[config.mk]
export PLATFORM = sky130hd
export DESIGN_NAME = piecewise_linear_color_map_flat
export DESIGN_NICKNAME = d
export VERILOG_FILES = /design/src/plcm_pkg.sv /design/src/plcm_if.sv /design/src/plcm_div.sv /design/src/piecewise_linear_color_map.sv /design/src/flat_wrapper.sv
export SDC_FILE = /design/constraint.sdc
export NUM_CORES = 2
export LEC_CHECK = 0
export BUFFER_PORTS_ARGS = -buffer_cell sky130_fd_sc_hd__buf_2
export CORE_UTILIZATION = 31
export CTS_BUF_LIST = sky130_fd_sc_hd__clkbuf_8
export DETAILED_ROUTE_END_ITERATION = 8
export MAX_ROUTING_LAYER = met4
export PLACE_DENSITY = 0.55
export SETUP_SLACK_MARGIN = 0.4
export SLEW_MARGIN = 20
export SYNTH_ARGS = -nofsm -noshare
export SYNTH_HDL_FRONTEND = slang
export SYNTH_SLANG_ARGS = --single-unit
[constraint.sdc]
create_clock -name clk_i -period 67.8 [get_ports clk_i]
set_clock_uncertainty 0.05 [all_clocks]
set_input_delay 16.95 -clock clk_i [delete_from_list [all_inputs] [get_ports clk_i]]
set_output_delay 16.95 -clock clk_i [all_outputs]
set_load 0.05 [all_outputs]
[src/plcm_pkg.sv]
// Shared constants, types and helpers of the piecewise-linear color map.
`default_nettype none
package plcm_pkg;

  localparam int unsigned MaxStopsDef  = 7;
  localparam int unsigned ValueBitsDef = 16;
  localparam int unsigned CfgDataW     = 40;
  localparam int unsigned CfgIdxW      = 3;
  localparam int unsigned CountW       = 3;
  localparam int unsigned ChanW        = 8;
  localparam int unsigned NumChan      = 3;
  localparam int unsigned QuotBits     = 8;
  localparam int unsigned PosLsb       = 24;
  localparam int unsigned SideW        = NumChan * ChanW + NumChan;

  // Register indexes
  localparam logic [CfgIdxW-1:0] RegStopCount = 3'd0;
  localparam logic [CfgIdxW-1:0] RegStop0     = 3'd1;

  localparam logic [CountW-1:0]   CountMin   = 3'd2;
  localparam logic [CfgDataW-1:0] Stop1Reset = 40'h00FFFFFFFF;

  typedef struct packed {
    logic adv;
    logic valid;
  } pipe_ctrl_t;

  // Pick one color channel of a packed stop: 0 red, 1 green, 2 blue.
  function automatic logic [ChanW-1:0] stop_chan(input logic [CfgDataW-1:0] s,
                                                 input int unsigned c);
    stop_chan = s[ChanW*(NumChan-1-c) +: ChanW];
  endfunction

endpackage
`default_nettype wire

[src/plcm_if.sv]
// Channel interfaces: sample input, color output and register write.
`default_nettype none
interface plcm_in_if #(parameter int unsigned VALUE_BITS = 16);
  logic                  valid;
  logic                  ready;
  logic [VALUE_BITS-1:0] sample_value;
  modport source (output valid, output sample_value, input ready);
  modport sink   (input valid, input sample_value, output ready);
endinterface

interface plcm_out_if;
  logic       valid;
  logic       ready;
  logic [7:0] red;
  logic [7:0] green;
  logic [7:0] blue;
  modport source (output valid, output red, output green, output blue, input ready);
  modport sink   (input valid, input red, input green, input blue, output ready);
endinterface

interface plcm_cfg_if;
  logic        valid;
  logic        ready;
  logic [2:0]  index;
  logic [39:0] data;
  modport source (output valid, output index, output data, input ready);
  modport sink   (input valid, input index, input data, output ready);
endinterface
`default_nettype wire

[src/plcm_div.sv]
// Pipelined restoring divider: one quotient bit per stage for three channels.
`default_nettype none
module plcm_div #(
  parameter int unsigned VALUE_BITS = plcm_pkg::ValueBitsDef
) (
  input  logic                                              clk_i,
  input  logic                                              rst_ni,
  input  plcm_pkg::pipe_ctrl_t                              ctrl_i,
  input  logic [plcm_pkg::NumChan-1:0][VALUE_BITS+plcm_pkg::ChanW-1:0] num_i,
  input  logic [VALUE_BITS-1:0]                             den_i,
  input  logic [plcm_pkg::SideW-1:0]                        side_i,
  output logic                                              valid_o,
  output logic [plcm_pkg::NumChan-1:0][plcm_pkg::QuotBits-1:0] quot_o,
  output logic [plcm_pkg::NumChan-1:0]                      rem_nz_o,
  output logic [plcm_pkg::SideW-1:0]                        side_o
);
  import plcm_pkg::*;

  localparam int unsigned NW = VALUE_BITS + ChanW;

  logic                                   valid_q [QuotBits];
  logic [NumChan-1:0][NW-1:0]             rem_q   [QuotBits];
  logic [NumChan-1:0][QuotBits-1:0]       quot_q  [QuotBits];
  logic [VALUE_BITS-1:0]                  den_q   [QuotBits];
  logic [SideW-1:0]                       side_q  [QuotBits];

  for (genvar j = 0; j < QuotBits; j++) begin : g_stage
    logic                             p_valid;
    logic [NumChan-1:0][NW-1:0]       p_rem;
    logic [NumChan-1:0][QuotBits-1:0] p_quot;
    logic [VALUE_BITS-1:0]            p_den;
    logic [SideW-1:0]                 p_side;
    logic [NumChan-1:0][NW-1:0]       rem_d;
    logic [NumChan-1:0][QuotBits-1:0] quot_d;
    logic [NW-1:0]                    trial;

    if (j == 0) begin : g_first
      assign p_valid = ctrl_i.valid;
      assign p_rem   = num_i;
      assign p_quot  = '0;
      assign p_den   = den_i;
      assign p_side  = side_i;
    end else begin : g_next
      assign p_valid = valid_q[j-1];
      assign p_rem   = rem_q[j-1];
      assign p_quot  = quot_q[j-1];
      assign p_den   = den_q[j-1];
      assign p_side  = side_q[j-1];
    end

    // Try the shifted divisor against each channel's remainder
    assign trial = NW'(p_den) << (QuotBits - 1 - j);
    always_comb begin
      rem_d  = p_rem;
      quot_d = p_quot;
      for (int c = 0; c < NumChan; c++) begin
        if (p_rem[c] >= trial) begin
          rem_d[c]                      = p_rem[c] - trial;
          quot_d[c][QuotBits - 1 - j]   = 1'b1;
        end
      end
    end

    always_ff @(posedge clk_i or negedge rst_ni) begin
      if (!rst_ni) begin
        valid_q[j] <= 1'b0;
      end else if (ctrl_i.adv) begin
        valid_q[j] <= p_valid;
      end
    end

    always_ff @(posedge clk_i) begin
      if (ctrl_i.adv) begin
        rem_q[j]  <= rem_d;
        quot_q[j] <= quot_d;
        den_q[j]  <= p_den;
        side_q[j] <= p_side;
      end
    end
  end

  assign valid_o = valid_q[QuotBits-1];
  assign quot_o  = quot_q[QuotBits-1];
  assign side_o  = side_q[QuotBits-1];
  always_comb begin
    for (int c = 0; c < NumChan; c++) begin
      rem_nz_o[c] = (rem_q[QuotBits-1][c] != '0);
    end
  end

endmodule
`default_nettype wire

[src/piecewise_linear_color_map.sv]
// Top level of the piecewise-linear color map: stop registers and pipeline.
// Throughput: one sample per clock; the pipeline is 12 register stages
// (select, subtract, multiply, 8 divider bit stages, output) and stalls as
// one whole when the output item is not taken.
// Reset: stop_count 2, stop_1 at position 255 white, other stops zero,
// pipeline empty; no clearing pass is needed.
`default_nettype none
module piecewise_linear_color_map #(
  parameter int unsigned MAX_STOPS  = plcm_pkg::MaxStopsDef,
  parameter int unsigned VALUE_BITS = plcm_pkg::ValueBitsDef
) (
  input  logic              clk_i,
  input  logic              rst_ni,
  plcm_cfg_if.sink          cfg_i,
  plcm_in_if.sink           sample_i,
  plcm_out_if.source        color_o
);
  import plcm_pkg::*;

  localparam int unsigned IdxW = $clog2(MAX_STOPS);
  localparam int unsigned NW   = VALUE_BITS + ChanW;
  localparam int unsigned ColW = NumChan * ChanW;

  // ---------------- configuration registers ----------------
  logic [CountW-1:0]   count_q;
  logic [CfgDataW-1:0] stop_q [MAX_STOPS];

  assign cfg_i.ready = 1'b1;

  always_ff @(posedge clk_i or negedge rst_ni) begin
    if (!rst_ni) begin
      count_q <= CountMin;
      for (int k = 0; k < MAX_STOPS; k++) begin
        stop_q[k] <= (k == 1) ? Stop1Reset : '0;
      end
    end else if (cfg_i.valid) begin
      if (cfg_i.index == RegStopCount) begin
        count_q <= cfg_i.data[CountW-1:0];
      end
      for (int k = 0; k < MAX_STOPS; k++) begin
        if (int'(cfg_i.index) == int'(RegStop0) + k) begin
          stop_q[k] <= cfg_i.data;
        end
      end
    end
  end

  // Clamp the stop count and take the last index in use
  logic [IdxW-1:0] last;
  always_comb begin
    if (count_q < CountMin) begin
      last = IdxW'(1);
    end else if (int'(count_q) > MAX_STOPS) begin
      last = IdxW'(MAX_STOPS - 1);
    end else begin
      last = IdxW'(count_q - 3'd1);
    end
  end

  // Unpack stop positions
  logic signed [VALUE_BITS-1:0] pos [MAX_STOPS];
  always_comb begin
    for (int k = 0; k < MAX_STOPS; k++) begin
      pos[k] = signed'(VALUE_BITS'({{PosLsb{1'b0}}, stop_q[k]} >> PosLsb));
    end
  end

  // ---------------- pipeline control ----------------
  logic adv;
  logic out_valid_q;
  assign adv            = !out_valid_q || color_o.ready;
  assign sample_i.ready = adv;

  // ---------------- stage 1: bracket search ----------------
  logic signed [VALUE_BITS-1:0] v;
  logic [IdxW-1:0]              sel;
  logic                         clamp;
  assign v = signed'(sample_i.sample_value);

  always_comb begin
    sel   = last;
    clamp = 1'b0;
    if (v <= pos[0]) begin
      clamp = 1'b1;
      sel   = '0;
    end else if (v >= pos[last]) begin
      clamp = 1'b1;
    end else begin
      // scan downward so the lowest matching stop wins
      for (int k = MAX_STOPS - 1; k >= 1; k--) begin
        if ((k < int'(last)) && (pos[k] > v)) begin
          sel = IdxW'(k);
        end
      end
    end
  end

  logic                         s1_valid_q, s1_clamp_q;
  logic signed [VALUE_BITS-1:0] s1_v_q, s1_ph_q, s1_pl_q;
  logic [ColW-1:0]              s1_hi_q, s1_lo_q;

  always_ff @(posedge clk_i or negedge rst_ni) begin
    if (!rst_ni) begin
      s1_valid_q <= 1'b0;
    end else if (adv) begin
      s1_valid_q <= sample_i.valid;
    end
  end

  always_ff @(posedge clk_i) begin
    if (adv) begin
      s1_clamp_q <= clamp;
      s1_v_q     <= v;
      s1_ph_q    <= pos[sel];
      s1_pl_q    <= clamp ? pos[sel] : pos[sel - IdxW'(1)];
      s1_hi_q    <= stop_q[sel][ColW-1:0];
      s1_lo_q    <= clamp ? stop_q[sel][ColW-1:0] : stop_q[sel - IdxW'(1)][ColW-1:0];
    end
  end

  // ---------------- stage 2: span, distance, color deltas ----------------
  logic signed [VALUE_BITS:0]  den_w, dist_w;
  logic [VALUE_BITS-1:0]       den_d, dist_d;
  logic [NumChan-1:0][ChanW-1:0] ch_d, mag_d;
  logic [NumChan-1:0]          neg_d;

  assign den_w  = {s1_ph_q[VALUE_BITS-1], s1_ph_q} - {s1_pl_q[VALUE_BITS-1], s1_pl_q};
  assign dist_w = {s1_ph_q[VALUE_BITS-1], s1_ph_q} - {s1_v_q[VALUE_BITS-1], s1_v_q};
  assign den_d  = s1_clamp_q ? VALUE_BITS'(1) : den_w[VALUE_BITS-1:0];
  assign dist_d = s1_clamp_q ? '0 : dist_w[VALUE_BITS-1:0];

  always_comb begin
    for (int c = 0; c < NumChan; c++) begin
      ch_d[c]  = stop_chan(CfgDataW'(s1_hi_q), c);
      neg_d[c] = stop_chan(CfgDataW'(s1_lo_q), c) < ch_d[c];
      mag_d[c] = neg_d[c] ? ch_d[c] - stop_chan(CfgDataW'(s1_lo_q), c)
                          : stop_chan(CfgDataW'(s1_lo_q), c) - ch_d[c];
    end
  end

  logic                          s2_valid_q;
  logic [VALUE_BITS-1:0]         s2_den_q, s2_dist_q;
  logic [NumChan-1:0][ChanW-1:0] s2_ch_q, s2_mag_q;
  logic [NumChan-1:0]            s2_neg_q;

  always_ff @(posedge clk_i or negedge rst_ni) begin
    if (!rst_ni) begin
      s2_valid_q <= 1'b0;
    end else if (adv) begin
      s2_valid_q <= s1_valid_q;
    end
  end

  always_ff @(posedge clk_i) begin
    if (adv) begin
      s2_den_q  <= den_d;
      s2_dist_q <= dist_d;
      s2_ch_q   <= ch_d;
      s2_mag_q  <= mag_d;
      s2_neg_q  <= neg_d;
    end
  end

  // ---------------- stage 3: scale deltas by distance ----------------
  logic                          s3_valid_q;
  logic [NumChan-1:0][NW-1:0]    s3_num_q;
  logic [VALUE_BITS-1:0]         s3_den_q;
  logic [SideW-1:0]              s3_side_q;

  always_ff @(posedge clk_i or negedge rst_ni) begin
    if (!rst_ni) begin
      s3_valid_q <= 1'b0;
    end else if (adv) begin
      s3_valid_q <= s2_valid_q;
    end
  end

  always_ff @(posedge clk_i) begin
    if (adv) begin
      for (int c = 0; c < NumChan; c++) begin
        s3_num_q[c] <= NW'(s2_dist_q) * NW'(s2_mag_q[c]);
      end
      s3_den_q  <= s2_den_q;
      s3_side_q <= {s2_ch_q, s2_neg_q};
    end
  end

  // ---------------- divider stages ----------------
  pipe_ctrl_t                          div_ctrl;
  logic                                div_valid;
  logic [NumChan-1:0][QuotBits-1:0]    div_quot;
  logic [NumChan-1:0]                  div_rem_nz;
  logic [SideW-1:0]                    div_side;

  assign div_ctrl.adv   = adv;
  assign div_ctrl.valid = s3_valid_q;

  plcm_div #(
    .VALUE_BITS(VALUE_BITS)
  ) u_div (
    .clk_i    (clk_i),
    .rst_ni   (rst_ni),
    .ctrl_i   (div_ctrl),
    .num_i    (s3_num_q),
    .den_i    (s3_den_q),
    .side_i   (s3_side_q),
    .valid_o  (div_valid),
    .quot_o   (div_quot),
    .rem_nz_o (div_rem_nz),
    .side_o   (div_side)
  );

  // ---------------- output stage: apply floored offset ----------------
  logic [NumChan-1:0][ChanW-1:0] fin_ch;
  logic [NumChan-1:0]            fin_neg;
  logic [NumChan-1:0][ChanW-1:0] col_d;
  logic [NumChan-1:0][ChanW-1:0] col_q;

  assign {fin_ch, fin_neg} = div_side;

  always_comb begin
    for (int c = 0; c < NumChan; c++) begin
      // a negative slope floors away from the upper color
      col_d[c] = fin_neg[c] ? fin_ch[c] - div_quot[c] - ChanW'(div_rem_nz[c])
                            : fin_ch[c] + div_quot[c];
    end
  end

  always_ff @(posedge clk_i or negedge rst_ni) begin
    if (!rst_ni) begin
      out_valid_q <= 1'b0;
    end else if (adv) begin
      out_valid_q <= div_valid;
    end
  end

  always_ff @(posedge clk_i) begin
    if (adv) begin
      col_q <= col_d;
    end
  end

  assign color_o.valid = out_valid_q;
  assign color_o.red   = col_q[0];
  assign color_o.green = col_q[1];
  assign color_o.blue  = col_q[2];

  // ---------------- assertions ----------------
  a_ready_when_empty: assert property (@(posedge clk_i) disable iff (!rst_ni)
    !color_o.valid |-> sample_i.ready)
    else $error("input not ready while output stage is empty");

  a_stall_holds: assert property (@(posedge clk_i) disable iff (!rst_ni)
    (color_o.valid && !color_o.ready) |=> (color_o.valid && $stable(col_q)))
    else $error("output item changed during stall");

  a_stage_advance: assert property (@(posedge clk_i) disable iff (!rst_ni)
    (adv && s1_valid_q) |=> s2_valid_q)
    else $error("item lost between select and subtract stages");

endmodule
`default_nettype wire

[src/flat_wrapper.sv]
// flat-port wrapper written by rule: the top's interface ports become plain ports
module piecewise_linear_color_map_flat import plcm_pkg::*;
#(
  parameter int unsigned MAX_STOPS  = plcm_pkg::MaxStopsDef,
  parameter int unsigned VALUE_BITS = plcm_pkg::ValueBitsDef
)
  (clk_i, rst_ni, cfg_i_valid, cfg_i_index, cfg_i_data, cfg_i_ready, sample_i_valid, sample_i_sample_value, sample_i_ready, color_o_valid, color_o_red, color_o_green, color_o_blue, color_o_ready);
  plcm_cfg_if cfg_i_i ();
  plcm_in_if #(.VALUE_BITS(VALUE_BITS)) sample_i_i ();
  plcm_out_if color_o_i ();
  input  logic clk_i;
  input  logic rst_ni;
  input wire logic [$bits(cfg_i_i.valid)-1:0] cfg_i_valid;
  input wire logic [$bits(cfg_i_i.index)-1:0] cfg_i_index;
  input wire logic [$bits(cfg_i_i.data)-1:0] cfg_i_data;
  output wire logic [$bits(cfg_i_i.ready)-1:0] cfg_i_ready;
  input wire logic [$bits(sample_i_i.valid)-1:0] sample_i_valid;
  input wire logic [$bits(sample_i_i.sample_value)-1:0] sample_i_sample_value;
  output wire logic [$bits(sample_i_i.ready)-1:0] sample_i_ready;
  output wire logic [$bits(color_o_i.valid)-1:0] color_o_valid;
  output wire logic [$bits(color_o_i.red)-1:0] color_o_red;
  output wire logic [$bits(color_o_i.green)-1:0] color_o_green;
  output wire logic [$bits(color_o_i.blue)-1:0] color_o_blue;
  input wire logic [$bits(color_o_i.ready)-1:0] color_o_ready;
  assign cfg_i_i.valid = cfg_i_valid;
  assign cfg_i_i.index = cfg_i_index;
  assign cfg_i_i.data = cfg_i_data;
  assign cfg_i_ready = cfg_i_i.ready;
  assign sample_i_i.valid = sample_i_valid;
  assign sample_i_i.sample_value = sample_i_sample_value;
  assign sample_i_ready = sample_i_i.ready;
  assign color_o_valid = color_o_i.valid;
  assign color_o_red = color_o_i.red;
  assign color_o_green = color_o_i.green;
  assign color_o_blue = color_o_i.blue;
  assign color_o_i.ready = color_o_ready;
  piecewise_linear_color_map #(.MAX_STOPS(MAX_STOPS), .VALUE_BITS(VALUE_BITS)) u_core (.clk_i(clk_i), .rst_ni(rst_ni), .cfg_i(cfg_i_i), .sample_i(sample_i_i), .color_o(color_o_i));
endmodule
==> flow_metrics.env <==
export IMPL_post_route_util=0.345
export IMPL_max_slew_margin_rel=0.216
export IMPL_nNetsFinal=10400
export IMPL_path_common_cell="buf_2"
export IMPL_r2r_end="u_core.s1_pl_q[4]$_DFFE_PP_"
export IMPL_port_buffer_count=89
export IMPL_clk_latency_ps=980
export IMPL_num_io_pins=91
export IMPL_ys_warn_count=0
export IMPL_min_period_over_period=0.522
export IMPL_core_mm2=0.325
export IMPL_die_x_um=574
export IMPL_synth_cell_area_mm2=0.101
export IMPL_hold_buffers=0
export IMPL_cts_root_buf="clkbuf_8"
export IMPL_grt_pass1_vias=69900
export IMPL_cp_max_fo=115
export IMPL_synth_edf_count=1331
export IMPL_grt_overflow=0
export IMPL_viasPerCell=4.98
export IMPL_die_area_mm2=0.329
export IMPL_finalNonFillerCells=13900
export IMPL_holdCritPathClass="reg -> reg"
export IMPL_synth_top_area_frac=0.394
export IMPL_hold_end="u_core.u_div.quot_q[1][82]$_DFFE_PP_"
export IMPL_die_h_um=574
export IMPL_worstSetupEndpointType="output pin"
export IMPL_crit_start="color_o_ready"
export IMPL_min_from="u_core.u_div.quot_q[1][58]$_DFFE_PP_"
export IMPL_initialDrtViolationCount=4676
export IMPL_drtAntennaViolNets=0
export IMPL_status="finished, final reports clean"
export IMPL_multi_input_area_mm2=0.0498
export IMPL_ys_types=98
export IMPL_drc_errors=0
export IMPL_cts_resized=0
export IMPL_r2r_start="u_core.count_q[0]$_DFFE_PN0P_"
export IMPL_rsz0062_at_grt="false"
export IMPL_use_met3=0.0194
export IMPL_ys_ff_latch=1626
export IMPL_hold_viol_final=0
export IMPL_synth_nets=10300
export IMPL_cpMaxStageDelayCell="inv_8"
export IMPL_synth_area_leaders="edfxtp_1 39%, ha_1 9.6%, dfrtp_1 6.5%"
export IMPL_dp_cells=13400
export IMPL_setup_violations=0
export IMPL_grt_busiest_layer="met2"
export IMPL_drtPass1Iterations=6
export IMPL_seq_area_frac_synth=0.468
export IMPL_cts_max_level=5
export IMPL_path_class="in -> out"
export IMPL_worst_r2r_setup_slack_ps=60090
export IMPL_dp_hpwl_um=203000
export IMPL_clockBufferDepth=4
export IMPL_met1_usage=0.202
export IMPL_arrival_ps=18400
export IMPL_grt_first_pass_wirelength_um=417000
export IMPL_fillers=32300
export IMPL_maxCapViolCount=0
export IMPL_area_growth_pct=10.7
export IMPL_synth_most_common_cell="edfxtp_1"
export IMPL_slowest_delay_ps=520
export IMPL_yosys_top_cells_count="1,331 x edfxtp_1, 822 x inv_1, 777 x ha_1, 700 x nand2_1, 599 x nor2_1"
export IMPL_maxSlewViolCount=0
export IMPL_tritoncts="yes"
export IMPL_met2_usage=0.277
export IMPL_tightest_slew_ps=1170
export IMPL_drive_gt1_frac=0.104
export IMPL_wl_per_cell_um=19.7
export IMPL_synth_largest_area_cell="edfxtp_1"
export IMPL_crit_required_ps=50800
export IMPL_start_util=0.312
export IMPL_routabilityCongestion=0.962
export IMPL_synth_async_sr_flop_share=0.181
export IMPL_min_period_ps=35400
export IMPL_holdPathStages=0
export IMPL_row_count=209
export IMPL_rr_worst_depth=22
export IMPL_cts_inserted_buffers=284
export IMPL_critical_path_cell_chain="buf_2 > nor2b_1 > buf_4 > inv_8 > buf_2"
export IMPL_startpoint_type="primary input"
export IMPL_via_count=69100
export IMPL_synth_cells=9149
export IMPL_totalWireLength_um=274000
export IMPL_final_setup_tns_ps=0
export IMPL_seq_area_mm2=0.0474
export IMPL_whs_ps=360
export IMPL_cts_reportedPaths_clkPinSlew_ps=60
export IMPL_antenna_found_initial=27
export IMPL_grt_max_degree=179
export IMPL_fmax_mhz=28.3
export IMPL_syn_area_per_cell_um2=11.1
export IMPL_cts_sinks=1626
export IMPL_cts_setup_buffers=0
export IMPL_synth_flop_cell="edfxtp_1"
export IMPL_track_usage=0.167
[flip-flops by register name, summed over array words and instances (netlist names), 24 cells and up]
register             count
u_core.pos             112
u_core.s1_hi_q          24
u_core.s1_lo_q          24
u_core.s2_ch_q          24
u_core.s2_mag_q         24
u_core.s3_num_q         72
u_core.s3_side_q        27
u_core.stop_q          168
u_core.u_div.den_q     112
u_core.u_div.quot_q    108
u_core.u_div.rem_q     576
u_core.u_div.side_q    216
[layout make-up]
| cell class | count | share of cell area |
|---|---|---|
| Clock buffer | 300 | 0.0368 |
| Timing Repair Buffer | 166 | 0.00966 |
| Tap cell | 4325 | 0.0482 |
| Inverter | 824 | 0.0276 |
| Sequential cell | 1626 | 0.422 |
| Antenna cell | 8 | 0.000178 |
| Clock inverter | 198 | 0.0112 |
| Multi-Input combinational cell | 6413 | 0.444 |
[cells in the final DEF (no fill, tap or decap), types with 88 or more instances in the layout]
cell type / instances
edfxtp_1: 1331
inv_1: 904
ha_1: 777
nand2_1: 699
nor2_1: 595
a21oi_1: 572
o21ai_0: 417
mux2_2: 333
clkbuf_8: 300
fa_1: 293
xnor2_1: 289
and2_1: 278
mux2i_1: 276
dfrtp_1: 262
xor2_1: 183
nor3_1: 144
nand3_1: 132
a21o_1: 116
nand4_1: 108
nor2b_1: 96
nand2b_1: 95
o31ai_1: 90
buf_2: 88
[through the flow]
stage	cell area [um^2]	worst slack [ps]
6_report	112000	32400
5_1_grt	112000	32310
4_1_cts	112000	32380
3_5_place_dp	107000	32380
3_3_place_gp	107000	32410
2_1_floorplan	101000	7760
[worst max-delay path by stage]
stage | to | slack [ps] | depth (start not counted)
finish | sample_i_ready | 32400 | 5
global route | sample_i_ready | 32310 | 5
CTS | sample_i_ready | 32380 | 5
detailed placement | sample_i_ready | 32380 | 5
global placement | sample_i_ready | 32410 | 5
floorplan | sample_i_ready | 7760 | 3
[cells by family after synthesis]
kind of cell | count (synthesis) | share of synthesized area
buf+inv | 1110 | 0.0427
simple gates | 2490 | 0.121
mux | 609 | 0.0643
compound gates | 1770 | 0.110
other cells | 1 | 0.0000370
flops | 1626 | 0.468
fa+ha+maj | 1070 | 0.154
xor+xnor | 473 | 0.0410
[worst max-delay path, delay by kind of cell]
| family | cells | cell delay [ps] |
|---|---|---|
| simple gates | 1 | 50 |
| buf+inv | 4 | 1200 |
[metal layers]
metal | wire length [um] | up-vias
met5 | 0 | -
met4 | 15000 | 0
met3 | 10100 | 635
met2 | 130000 | 1585
met1 | 119000 | 33700
li1 | - | 33200
Power is left out: the tool's default activity adds up to more than one toggle a clock period on the data nets, which glitch-free logic cannot reach.
